[src/hdl/staggered_servo_pulse_generator_top_assert.svh]
// Assertion macros for the servo pulse generator
`ifndef STAGGERED_SERVO_PULSE_GENERATOR_TOP_ASSERT_SVH
`define STAGGERED_SERVO_PULSE_GENERATOR_TOP_ASSERT_SVH

// consequent checked in the same cycle
`define SSPG_ASSERT_SAME(label, clk, rst, ante, cons, msg) \
   label: assert property (@(posedge clk) disable iff (rst) (ante) |-> (cons)) \
      else $error(msg);

// consequent checked in the next cycle
`define SSPG_ASSERT_NEXT(label, clk, rst, ante, cons, msg) \
   label: assert property (@(posedge clk) disable iff (rst) (ante) |=> (cons)) \
      else $error(msg);

`endif

[src/hdl/sspg_pkg.sv]
package sspg_pkg;

   // fixed field widths
   localparam int STEP_BITS     = 12;
   localparam int CHAN_WIDTH    = 32;
   localparam int CHAN_IDX_BITS = 5;
   localparam int BIT_IDX_BITS  = $clog2(STEP_BITS);
   localparam int CSR_IDX_BITS  = 2;

   // request codes
   localparam logic REQ_TICK      = 1'b0;
   localparam logic REQ_SET_WIDTH = 1'b1;

   // register indexes
   localparam logic [CSR_IDX_BITS-1:0] CSR_CYCLE_LEN  = 2'd0;
   localparam logic [CSR_IDX_BITS-1:0] CSR_PHASE_STEP = 2'd1;
   localparam logic [CSR_IDX_BITS-1:0] CSR_CHAN_EN    = 2'd2;
   localparam logic [CSR_IDX_BITS-1:0] CSR_INVERT     = 2'd3;

   // register reset values: 20 ms frame in 10 us steps
   localparam int FRAME_US = 20000;
   localparam int STEP_US  = 10;
   localparam logic [STEP_BITS-1:0]  CYCLE_LEN_RST  = STEP_BITS'(FRAME_US / STEP_US);
   localparam logic [STEP_BITS-1:0]  PHASE_STEP_RST = STEP_BITS'(250);
   localparam logic [CHAN_WIDTH-1:0] CHAN_EN_RST    = CHAN_WIDTH'(255);
   localparam logic [STEP_BITS-1:0]  MIN_FRAME      = STEP_BITS'(2);

   // shared per-lane control
   typedef struct packed {
      logic                 tick;
      logic [STEP_BITS-1:0] pos;
      logic [STEP_BITS-1:0] flen;
      logic [STEP_BITS-1:0] new_width;
      logic [STEP_BITS-1:0] start_val;
   } lane_bus_type;

   // start-step sweep status and write port
   typedef struct packed {
      logic                     busy;
      logic                     start_we;
      logic [CHAN_IDX_BITS-1:0] idx;
      logic [STEP_BITS-1:0]     val;
   } sweep_type;

endpackage

[src/hdl/sspg_lane.sv]
module sspg_lane import sspg_pkg::*; (
   input  logic         clock,
   input  logic         reset,
   input  lane_bus_type bus,
   input  logic         enable,
   input  logic         width_we,
   input  logic         start_we,
   output logic         level_next
);

   logic [STEP_BITS-1:0] width_ff, width_in;
   logic [STEP_BITS-1:0] start_ff, start_in;
   logic                 level_ff;
   logic [STEP_BITS:0]   diff;
   logic [STEP_BITS-1:0] offset;

   // offset = (pos - start) mod frame, both already below frame
   always_comb begin
      diff = {1'b0, bus.pos} - {1'b0, start_ff};
      if (diff[STEP_BITS]) begin
         offset = diff[STEP_BITS-1:0] + bus.flen;
      end else begin
         offset = diff[STEP_BITS-1:0];
      end
   end

   // clear at end of pulse, set at its start, otherwise hold
   always_comb begin
      level_next = level_ff;
      if (bus.tick && enable) begin
         if (offset >= width_ff) begin
            level_next = 1'b0;
         end
         if ((offset == '0) && (width_ff != '0)) begin
            level_next = 1'b1;
         end
      end
   end

   assign width_in = width_we ? bus.new_width : width_ff;
   assign start_in = start_we ? bus.start_val : start_ff;

   always_ff @(posedge clock) begin
      if (reset) begin
         width_ff <= '0;
         level_ff <= 1'b0;
      end else begin
         width_ff <= width_in;
         level_ff <= level_next;
      end
   end

   // start step has no reset; it is swept in after reset for enabled channels only
   always_ff @(posedge clock) begin
      start_ff <= start_in;
   end

endmodule

[src/hdl/sspg_phase_seq.sv]
module sspg_phase_seq import sspg_pkg::*; #(
   parameter int CHANNELS = 32
) (
   input  logic                  clock,
   input  logic                  reset,
   input  logic                  kick,
   input  logic [STEP_BITS-1:0]  flen,
   input  logic [STEP_BITS-1:0]  phase,
   input  logic [CHAN_WIDTH-1:0] enable,
   output sweep_type             sweep
);

   localparam logic [1:0] ST_IDLE = 2'd0;
   localparam logic [1:0] ST_DIV  = 2'd1;
   localparam logic [1:0] ST_WALK = 2'd2;
   localparam logic [CHAN_IDX_BITS-1:0] LAST_CHAN = CHAN_IDX_BITS'(CHANNELS - 1);
   localparam logic [BIT_IDX_BITS-1:0]  TOP_BIT   = BIT_IDX_BITS'(STEP_BITS - 1);

   logic [1:0]               state_ff, state_in;
   logic [BIT_IDX_BITS-1:0]  bit_ff, bit_in;
   logic [CHAN_IDX_BITS-1:0] chan_ff, chan_in;
   logic [STEP_BITS-1:0]     rem_ff, rem_in;
   logic [STEP_BITS-1:0]     acc_ff, acc_in;
   logic [STEP_BITS:0]       rem_shift, rem_red;
   logic [STEP_BITS:0]       acc_sum, acc_red;

   // one restoring-division bit per cycle: rem ends as phase mod frame
   always_comb begin
      rem_shift = {rem_ff, phase[bit_ff]};
      rem_red   = (rem_shift >= {1'b0, flen}) ? rem_shift - {1'b0, flen} : rem_shift;
      acc_sum   = {1'b0, acc_ff} + {1'b0, rem_ff};
      acc_red   = (acc_sum >= {1'b0, flen}) ? acc_sum - {1'b0, flen} : acc_sum;
   end

   // sequencer: divide, then walk channels handing out start steps by rank
   always_comb begin
      state_in = state_ff;
      bit_in   = bit_ff;
      chan_in  = chan_ff;
      rem_in   = rem_ff;
      acc_in   = acc_ff;
      case (state_ff)
         ST_DIV: begin
            rem_in = rem_red[STEP_BITS-1:0];
            bit_in = bit_ff - 1'b1;
            if (bit_ff == '0) begin
               state_in = ST_WALK;
               chan_in  = '0;
               acc_in   = '0;
            end
         end
         ST_WALK: begin
            if (enable[chan_ff]) begin
               acc_in = acc_red[STEP_BITS-1:0];
            end
            chan_in = chan_ff + 1'b1;
            if (chan_ff == LAST_CHAN) begin
               state_in = ST_IDLE;
            end
         end
         default: begin
            state_in = ST_IDLE;
         end
      endcase
      if (kick) begin
         state_in = ST_DIV;
         bit_in   = TOP_BIT;
         rem_in   = '0;
      end
   end

   always_ff @(posedge clock) begin
      if (reset) begin
         state_ff <= ST_DIV;
         bit_ff   <= TOP_BIT;
         rem_ff   <= '0;
      end else begin
         state_ff <= state_in;
         bit_ff   <= bit_in;
         rem_ff   <= rem_in;
      end
   end

   always_ff @(posedge clock) begin
      chan_ff <= chan_in;
      acc_ff  <= acc_in;
   end

   assign sweep.busy     = (state_ff != ST_IDLE);
   assign sweep.start_we = (state_ff == ST_WALK) && enable[chan_ff];
   assign sweep.idx      = chan_ff;
   assign sweep.val      = acc_ff;

endmodule

[src/hdl/staggered_servo_pulse_generator_top.sv]
// channel  direction  beat carries
// req_     in         req_type, req_channel, req_width
// rsp_     out        rsp_pin_levels, rsp_position, rsp_clamped
// csr_     in         csr_index, csr_data (register write)
//
// One beat per cycle while req_ready is high; its response is registered next cycle.
// All channel lanes evaluate in parallel, one subtract/add and compare per lane.
// After reset, and after a write to cycle_len, phase_step or channel_enable, the
// start-step sequencer divides, then walks the channels, with req_ready low.
// A stalled response holds; a new request is taken as the response is taken.
module staggered_servo_pulse_generator_top import sspg_pkg::*; #(
   parameter int CHANNELS = 32
) (
   input  logic                     clock,
   input  logic                     reset,
   input  logic                     req_valid,
   output logic                     req_ready,
   input  logic                     req_type,
   input  logic [CHAN_IDX_BITS-1:0] req_channel,
   input  logic [STEP_BITS-1:0]     req_width,
   output logic                     rsp_valid,
   input  logic                     rsp_ready,
   output logic [CHAN_WIDTH-1:0]    rsp_pin_levels,
   output logic [STEP_BITS-1:0]     rsp_position,
   output logic                     rsp_clamped,
   input  logic                     csr_valid,
   output logic                     csr_ready,
   input  logic [CSR_IDX_BITS-1:0]  csr_index,
   input  logic [CHAN_WIDTH-1:0]    csr_data
);

`include "staggered_servo_pulse_generator_top_assert.svh"

   logic [STEP_BITS-1:0]  cycle_len_ff, phase_step_ff;
   logic [CHAN_WIDTH-1:0] chan_en_ff;
   logic                  invert_ff;
   logic [STEP_BITS-1:0]  pos_ff, pos_in;
   logic                  rsp_valid_ff, rsp_valid_in;
   logic [CHAN_WIDTH-1:0] rsp_pin_levels_ff;
   logic [STEP_BITS-1:0]  rsp_position_ff;
   logic                  rsp_clamped_ff;

   logic                  csr_we, kick, accept, tick, set_width;
   logic [STEP_BITS-1:0]  flen, pos_eff;
   logic [STEP_BITS:0]    pos_inc;
   logic [STEP_BITS-1:0]  width_sat;
   logic                  clamp;
   logic [CHANNELS-1:0]   en_lanes, level_next, vis_levels;
   logic [CHAN_WIDTH-1:0] en_ext;
   lane_bus_type          lane_bus;
   sweep_type             sweep;

   // configuration writes
   assign csr_ready = 1'b1;
   assign csr_we    = csr_valid && csr_ready;
   assign kick      = csr_we && (csr_index != CSR_INVERT);

   always_ff @(posedge clock) begin
      if (reset) begin
         cycle_len_ff  <= CYCLE_LEN_RST;
         phase_step_ff <= PHASE_STEP_RST;
         chan_en_ff    <= CHAN_EN_RST;
         invert_ff     <= 1'b0;
      end else if (csr_we) begin
         case (csr_index)
            CSR_CYCLE_LEN:  cycle_len_ff  <= csr_data[STEP_BITS-1:0];
            CSR_PHASE_STEP: phase_step_ff <= csr_data[STEP_BITS-1:0];
            CSR_CHAN_EN:    chan_en_ff    <= csr_data;
            CSR_INVERT:     invert_ff     <= csr_data[0];
            default: ;
         endcase
      end
   end

   // frame length with a floor of two steps
   assign flen = (cycle_len_ff < MIN_FRAME) ? MIN_FRAME : cycle_len_ff;

   // start steps by rank among enabled channels
   sspg_phase_seq #(
      .CHANNELS (CHANNELS)
   ) u_phase_seq (
      .clock  (clock),
      .reset  (reset),
      .kick   (kick),
      .flen   (flen),
      .phase  (phase_step_ff),
      .enable (chan_en_ff),
      .sweep  (sweep)
   );

   // request handshake: output register frees as it is taken
   assign req_ready = !sweep.busy && (!rsp_valid_ff || rsp_ready);
   assign accept    = req_valid && req_ready;
   assign tick      = accept && (req_type == REQ_TICK);
   assign set_width = accept && (req_type == REQ_SET_WIDTH);

   // step counter: restart if past a shortened frame, then advance
   always_comb begin
      pos_eff = (pos_ff >= flen) ? '0 : pos_ff;
      pos_inc = {1'b0, pos_eff} + 1'b1;
      pos_in  = pos_ff;
      if (tick) begin
         pos_in = (pos_inc >= {1'b0, flen}) ? '0 : pos_inc[STEP_BITS-1:0];
      end
   end

   // width saturation
   assign clamp     = req_width > flen;
   assign width_sat = clamp ? flen : req_width;

   assign lane_bus.tick      = tick;
   assign lane_bus.pos       = pos_eff;
   assign lane_bus.flen      = flen;
   assign lane_bus.new_width = width_sat;
   assign lane_bus.start_val = sweep.val;
   assign en_lanes           = chan_en_ff[CHANNELS-1:0];

   // channel lanes
   for (genvar i = 0; i < CHANNELS; i++) begin : g_lane
      sspg_lane u_lane (
         .clock      (clock),
         .reset      (reset),
         .bus        (lane_bus),
         .enable     (en_lanes[i]),
         .width_we   (set_width && (req_channel == CHAN_IDX_BITS'(i))),
         .start_we   (sweep.start_we && (sweep.idx == CHAN_IDX_BITS'(i))),
         .level_next (level_next[i])
      );
   end

   // visible levels: disabled channels read 0, enabled ones may be inverted
   assign vis_levels = (level_next & en_lanes) ^ (en_lanes & {CHANNELS{invert_ff}});
   assign en_ext     = CHAN_WIDTH'(en_lanes);

   // response register
   assign rsp_valid_in = accept || (rsp_valid_ff && !rsp_ready);

   always_ff @(posedge clock) begin
      if (reset) begin
         rsp_valid_ff <= 1'b0;
         pos_ff       <= '0;
      end else begin
         rsp_valid_ff <= rsp_valid_in;
         pos_ff       <= pos_in;
      end
   end

   always_ff @(posedge clock) begin
      if (accept) begin
         rsp_pin_levels_ff <= CHAN_WIDTH'(vis_levels);
         rsp_position_ff   <= pos_in;
         rsp_clamped_ff    <= set_width && clamp
                              && ({1'b0, req_channel} < (CHAN_IDX_BITS + 1)'(CHANNELS));
      end
   end

   assign rsp_valid      = rsp_valid_ff;
   assign rsp_pin_levels = rsp_pin_levels_ff;
   assign rsp_position   = rsp_position_ff;
   assign rsp_clamped    = rsp_clamped_ff;

   // checks
   `SSPG_ASSERT_NEXT(a_tick_pos_in_frame, clock, reset, tick,
      rsp_position_ff < $past(flen), "tick position outside frame")
   `SSPG_ASSERT_NEXT(a_set_keeps_pos, clock, reset, set_width,
      rsp_position_ff == pos_ff, "set-width beat moved the step counter")
   `SSPG_ASSERT_NEXT(a_disabled_low, clock, reset, accept,
      (rsp_pin_levels_ff & ~$past(en_ext)) == '0, "disabled channel drives a level")
   `SSPG_ASSERT_SAME(a_no_req_busy, clock, reset, sweep.busy && !kick,
      !accept || !tick, "tick taken while start steps are being swept")

endmodule

[config.mk]
export PLATFORM = sky130hd
export DESIGN_NAME = staggered_servo_pulse_generator_top
export DESIGN_NICKNAME = d
export VERILOG_FILES = /design/src/hdl/sspg_pkg.sv /design/src/hdl/sspg_lane.sv /design/src/hdl/sspg_phase_seq.sv /design/src/hdl/staggered_servo_pulse_generator_top.sv
export VERILOG_INCLUDE_DIRS = /design/src /design/src/hdl
export SDC_FILE = /design/constraint.sdc
export NUM_CORES = 2
export LEC_CHECK = 0
export BUFFER_PORTS_ARGS = -buffer_cell sky130_fd_sc_hd__buf_2
export CORE_MARGIN = 3
export CORE_UTILIZATION = 35
export DETAILED_ROUTE_END_ITERATION = 8
export SLEW_MARGIN = 40
export SYNTH_ARGS = -nofsm -noshare
export SYNTH_HDL_FRONTEND = slang
export SYNTH_SLANG_ARGS = --single-unit
export TNS_END_PERCENT = 20
[constraint.sdc]
create_clock -name clock -period 12.95 [get_ports clock]
set_input_delay 1.9425 -clock clock [delete_from_list [all_inputs] [get_ports clock]]
set_output_delay 1.9425 -clock clock [all_outputs]
set_load 0.005 [all_outputs]
==> metrics <==
status=finished clean; Worst Slack Setup Final=3340 ps; Via Count=72900; Gate Count Post-Synth=9455; Mapped Area=82600 um^2; most common library cell in the layout ignoring fill and taps=ha_1; Reg2Reg Depth=30; Routed wire per std cell=23.4 um; Final ANT Viol Nets=0; most frequent cells in the layout=ha_1, inv_1, nor2_1, a21oi_1, nand2_1; total gr overflow=0; R2R Path Start=cycle_len_ff[11]$_SDFFE_PP0P_; Max clock buf depth=3; final hold vios=0; drt first pass iters=6; CP Capture Type=register; Overall Power=7.61 mW; RePlAce Congestion=0.946; largest net degree at the start of global routing=115; CTS Hold Buffers Added=0; critical path fanouts, max=34; min-delay src=phase_step_ff[9]$_SDFFE_PP0P_; Top delay family on crit path=compound AO/OA/AOI/OAI gates; Post-CTS Repair Setup Buffers=0; Critical Path RT=13570 ps; initial DRC count=7095; Final min period=9610 ps; Rel. slew slack=35.4%; clk sinks=950; r2r setup slk=3340 ps; Core ar.=234000 um^2; Max stage delay on crit path=760 ps; share of layout cells above drive strength 1=8.37%; post-synthesis async set-or-reset flop share=0%; FP Rows=177; Cells after DPL=12600; Final #Nets=10900; Hold Path End=phase_step_ff[9]$_SDFFE_PP0P_; Worst-Skew Late Latency=790 ps; Layout fillers=23300; Root Driver=clkbuf_16; critical path class=reg2reg; Pleak=37.8 nW; Final Cycle Share=74.2%; syn_nets=10800; GR peak layer=met2; first-pass GRT wire length=436000 um; met2 GRT Util=37.5%; worst min path class=reg2reg; Layout area overhead=11.0%; die width=492 um; unrepaired setup endpoints after global routing=false; Critical-path top delay cell=clkinv_2; hold path cells=2; met3 usage=3.47%; Die Y-Extent=492 um; P per Cell Area=83.1 nW/um^2; Die Area=242000 um^2; Final Non-Filler Cells=12800; initial core utilization=35.3%; FF-to-FF End=rsp_pin_levels[26]$_DFFE_PP_; met1 usage=31.0%; Tot GR Track Use=23.7%; Synth Flop Type=dfxtp_1; cell mode on critical path=ha_1; FF+latch count, synth=950; vias in the first global route=69300; Startpoint Class=register; critical path data arrival time=10220 ps; Post-synth EDFFs=446; Seq/Total Area, Yosys=28.4%; Final Setup Violations=0; Boundary Pins=105; pre-CTS setup slack=3590 ps; vias per cell=5.70; Peak supply drop=0.106 mV; clk slew on worst S/H paths=70 ps; CTS tree=built; Synth Warn #=0; # DRC=0; synth unique cells=98; WP buf/inv=3; initial antenna violation count=24; number of CTS-inserted buffers=112; Tightest Pin Transition=968 ps; clk_skew=42.1 ps; max-cap violation count=0; Post-CTS Resized=0; Final Max Tran Viols=0; FMAX=104 MHz; Mapped Avg Cell Area=8.73 um^2; hpwl dp=207000 um; Post-Route WL=299000 um; setup TNS=0 ps; H-tree depth=3; Port Buffers=103
-- metal layers --
metal | share of wire [%] | wire length (um)
met3 | 7.7 | 23100
met1 | 42 | 127000
met2 | 44 | 131000
met5 | 0.0030 | 9
met4 | 6.0 | 18000
-- kinds of logic (layout without fill, tap and decap cells) --
family,count (synthesis),count (layout),synth area share [%]
simple gates,2566,2566,15.0
mux,315,315,4.30
xor+xnor,637,637,6.79
flops,950,950,28.4
buf+inv,1264,1451,5.80
other cells,1,9,0.00454
fa+ha+maj,1270,1270,19.9
compound gates,2452,2452,19.8
-- worst max-delay path by stage --
stage | start | end | slack (ps) | depth (start not counted)
floorplan | cycle_len_ff[11]$_SDFFE_PP0P_ | rsp_pin_levels[24]$_DFFE_PP_ | 2240 | 32
global placement | cycle_len_ff[5]$_SDFFE_PP0P_ | rsp_pin_levels[6]$_DFFE_PP_ | 3700 | 29
detailed placement | cycle_len_ff[4]$_SDFFE_PP1P_ | rsp_pin_levels[26]$_DFFE_PP_ | 3590 | 32
CTS | cycle_len_ff[4]$_SDFFE_PP1P_ | rsp_pin_levels[26]$_DFFE_PP_ | 3470 | 32
global route | cycle_len_ff[4]$_SDFFE_PP1P_ | rsp_pin_levels[26]$_DFFE_PP_ | 2910 | 32
finish | cycle_len_ff[11]$_SDFFE_PP0P_ | rsp_pin_levels[26]$_DFFE_PP_ | 3340 | 30
-- cell usage after synthesis, types with 23 or more instances --
cell | count | area [um^2]
xnor2_1 | 423 | 3700
nand2_1 | 553 | 2080
ha_1 | 1203 | 15100
a2111oi_0 | 23 | 201
dfxtp_1 | 504 | 10100
a21o_1 | 322 | 2420
mux2_2 | 184 | 2070
xor2_1 | 212 | 1860
inv_1 | 979 | 3670
or4_1 | 37 | 278
fa_1 | 67 | 1340
clkbuf_1 | 257 | 965
a21boi_0 | 24 | 180
o21bai_1 | 78 | 586
nor3_1 | 182 | 911
o31a_1 | 23 | 201
nand3_1 | 149 | 746
o21ai_0 | 390 | 1950
and3_1 | 85 | 532
or2_2 | 38 | 238
mux2i_1 | 118 | 1180
or3_1 | 59 | 369
a211oi_1 | 445 | 3340
o21a_1 | 117 | 878
a31oi_1 | 108 | 676
o31ai_1 | 38 | 285
o211ai_1 | 40 | 300
nor2_1 | 878 | 3300
nand2b_1 | 115 | 719
nand3b_1 | 39 | 293
a21oi_1 | 589 | 2950
nor2b_1 | 100 | 626
and2_1 | 53 | 332
a211o_1 | 26 | 228
nor4_1 | 167 | 1040
nand4_1 | 47 | 294
edfxtp_1 | 446 | 13400
-- registers in the layout (all words and copies together) (netlist names), 32 cells and up --
signal and flops:
g_lane.u_lane.start_ff 384, g_lane.u_lane.level_ff 32, g_lane.u_lane.width_ff 384, rsp_pin_levels 32, chan_en_ff 32
-- tightest hold or removal path: stages (launching register included) --
cell	delay, ps
dfxtp_1	310
nand2_1	50
a21oi_1	50
-- report_power, final --
group,switching (mW),internal [mW]
logic,0.615,0.369
clock network,1.48,1.99
registers,0.0328,3.12
total,2.13,5.48
-- area by class of cell --
cell class | count | area (um^2) | area share (%)
Timing Repair Buffer | 256 | 1800 | 1.96
Multi-Input combinational cell | 7241 | 54700 | 59.7
Tap cell | 3132 | 3920 | 4.28
Antenna cell | 8 | 20.0 | 0.0218
Sequential cell | 950 | 23500 | 25.7
Inverter | 981 | 3690 | 4.02
Clock inverter | 68 | 815 | 0.889
Clock buffer | 146 | 3200 | 3.49
-- through the flow --
stage | area (um^2) | hold WS, ps | utilization [%]
global route | 91600 | 482 | 39.2
CTS | 91600 | 462 | 39.2
global placement | 87400 | 445 | 37.4
finish | 91600 | 462 | 39.2
detailed placement | 87500 | 453 | 37.5
floorplan | 82600 | 433 | -
Note: power is estimated with default switching activity, not from simulation.
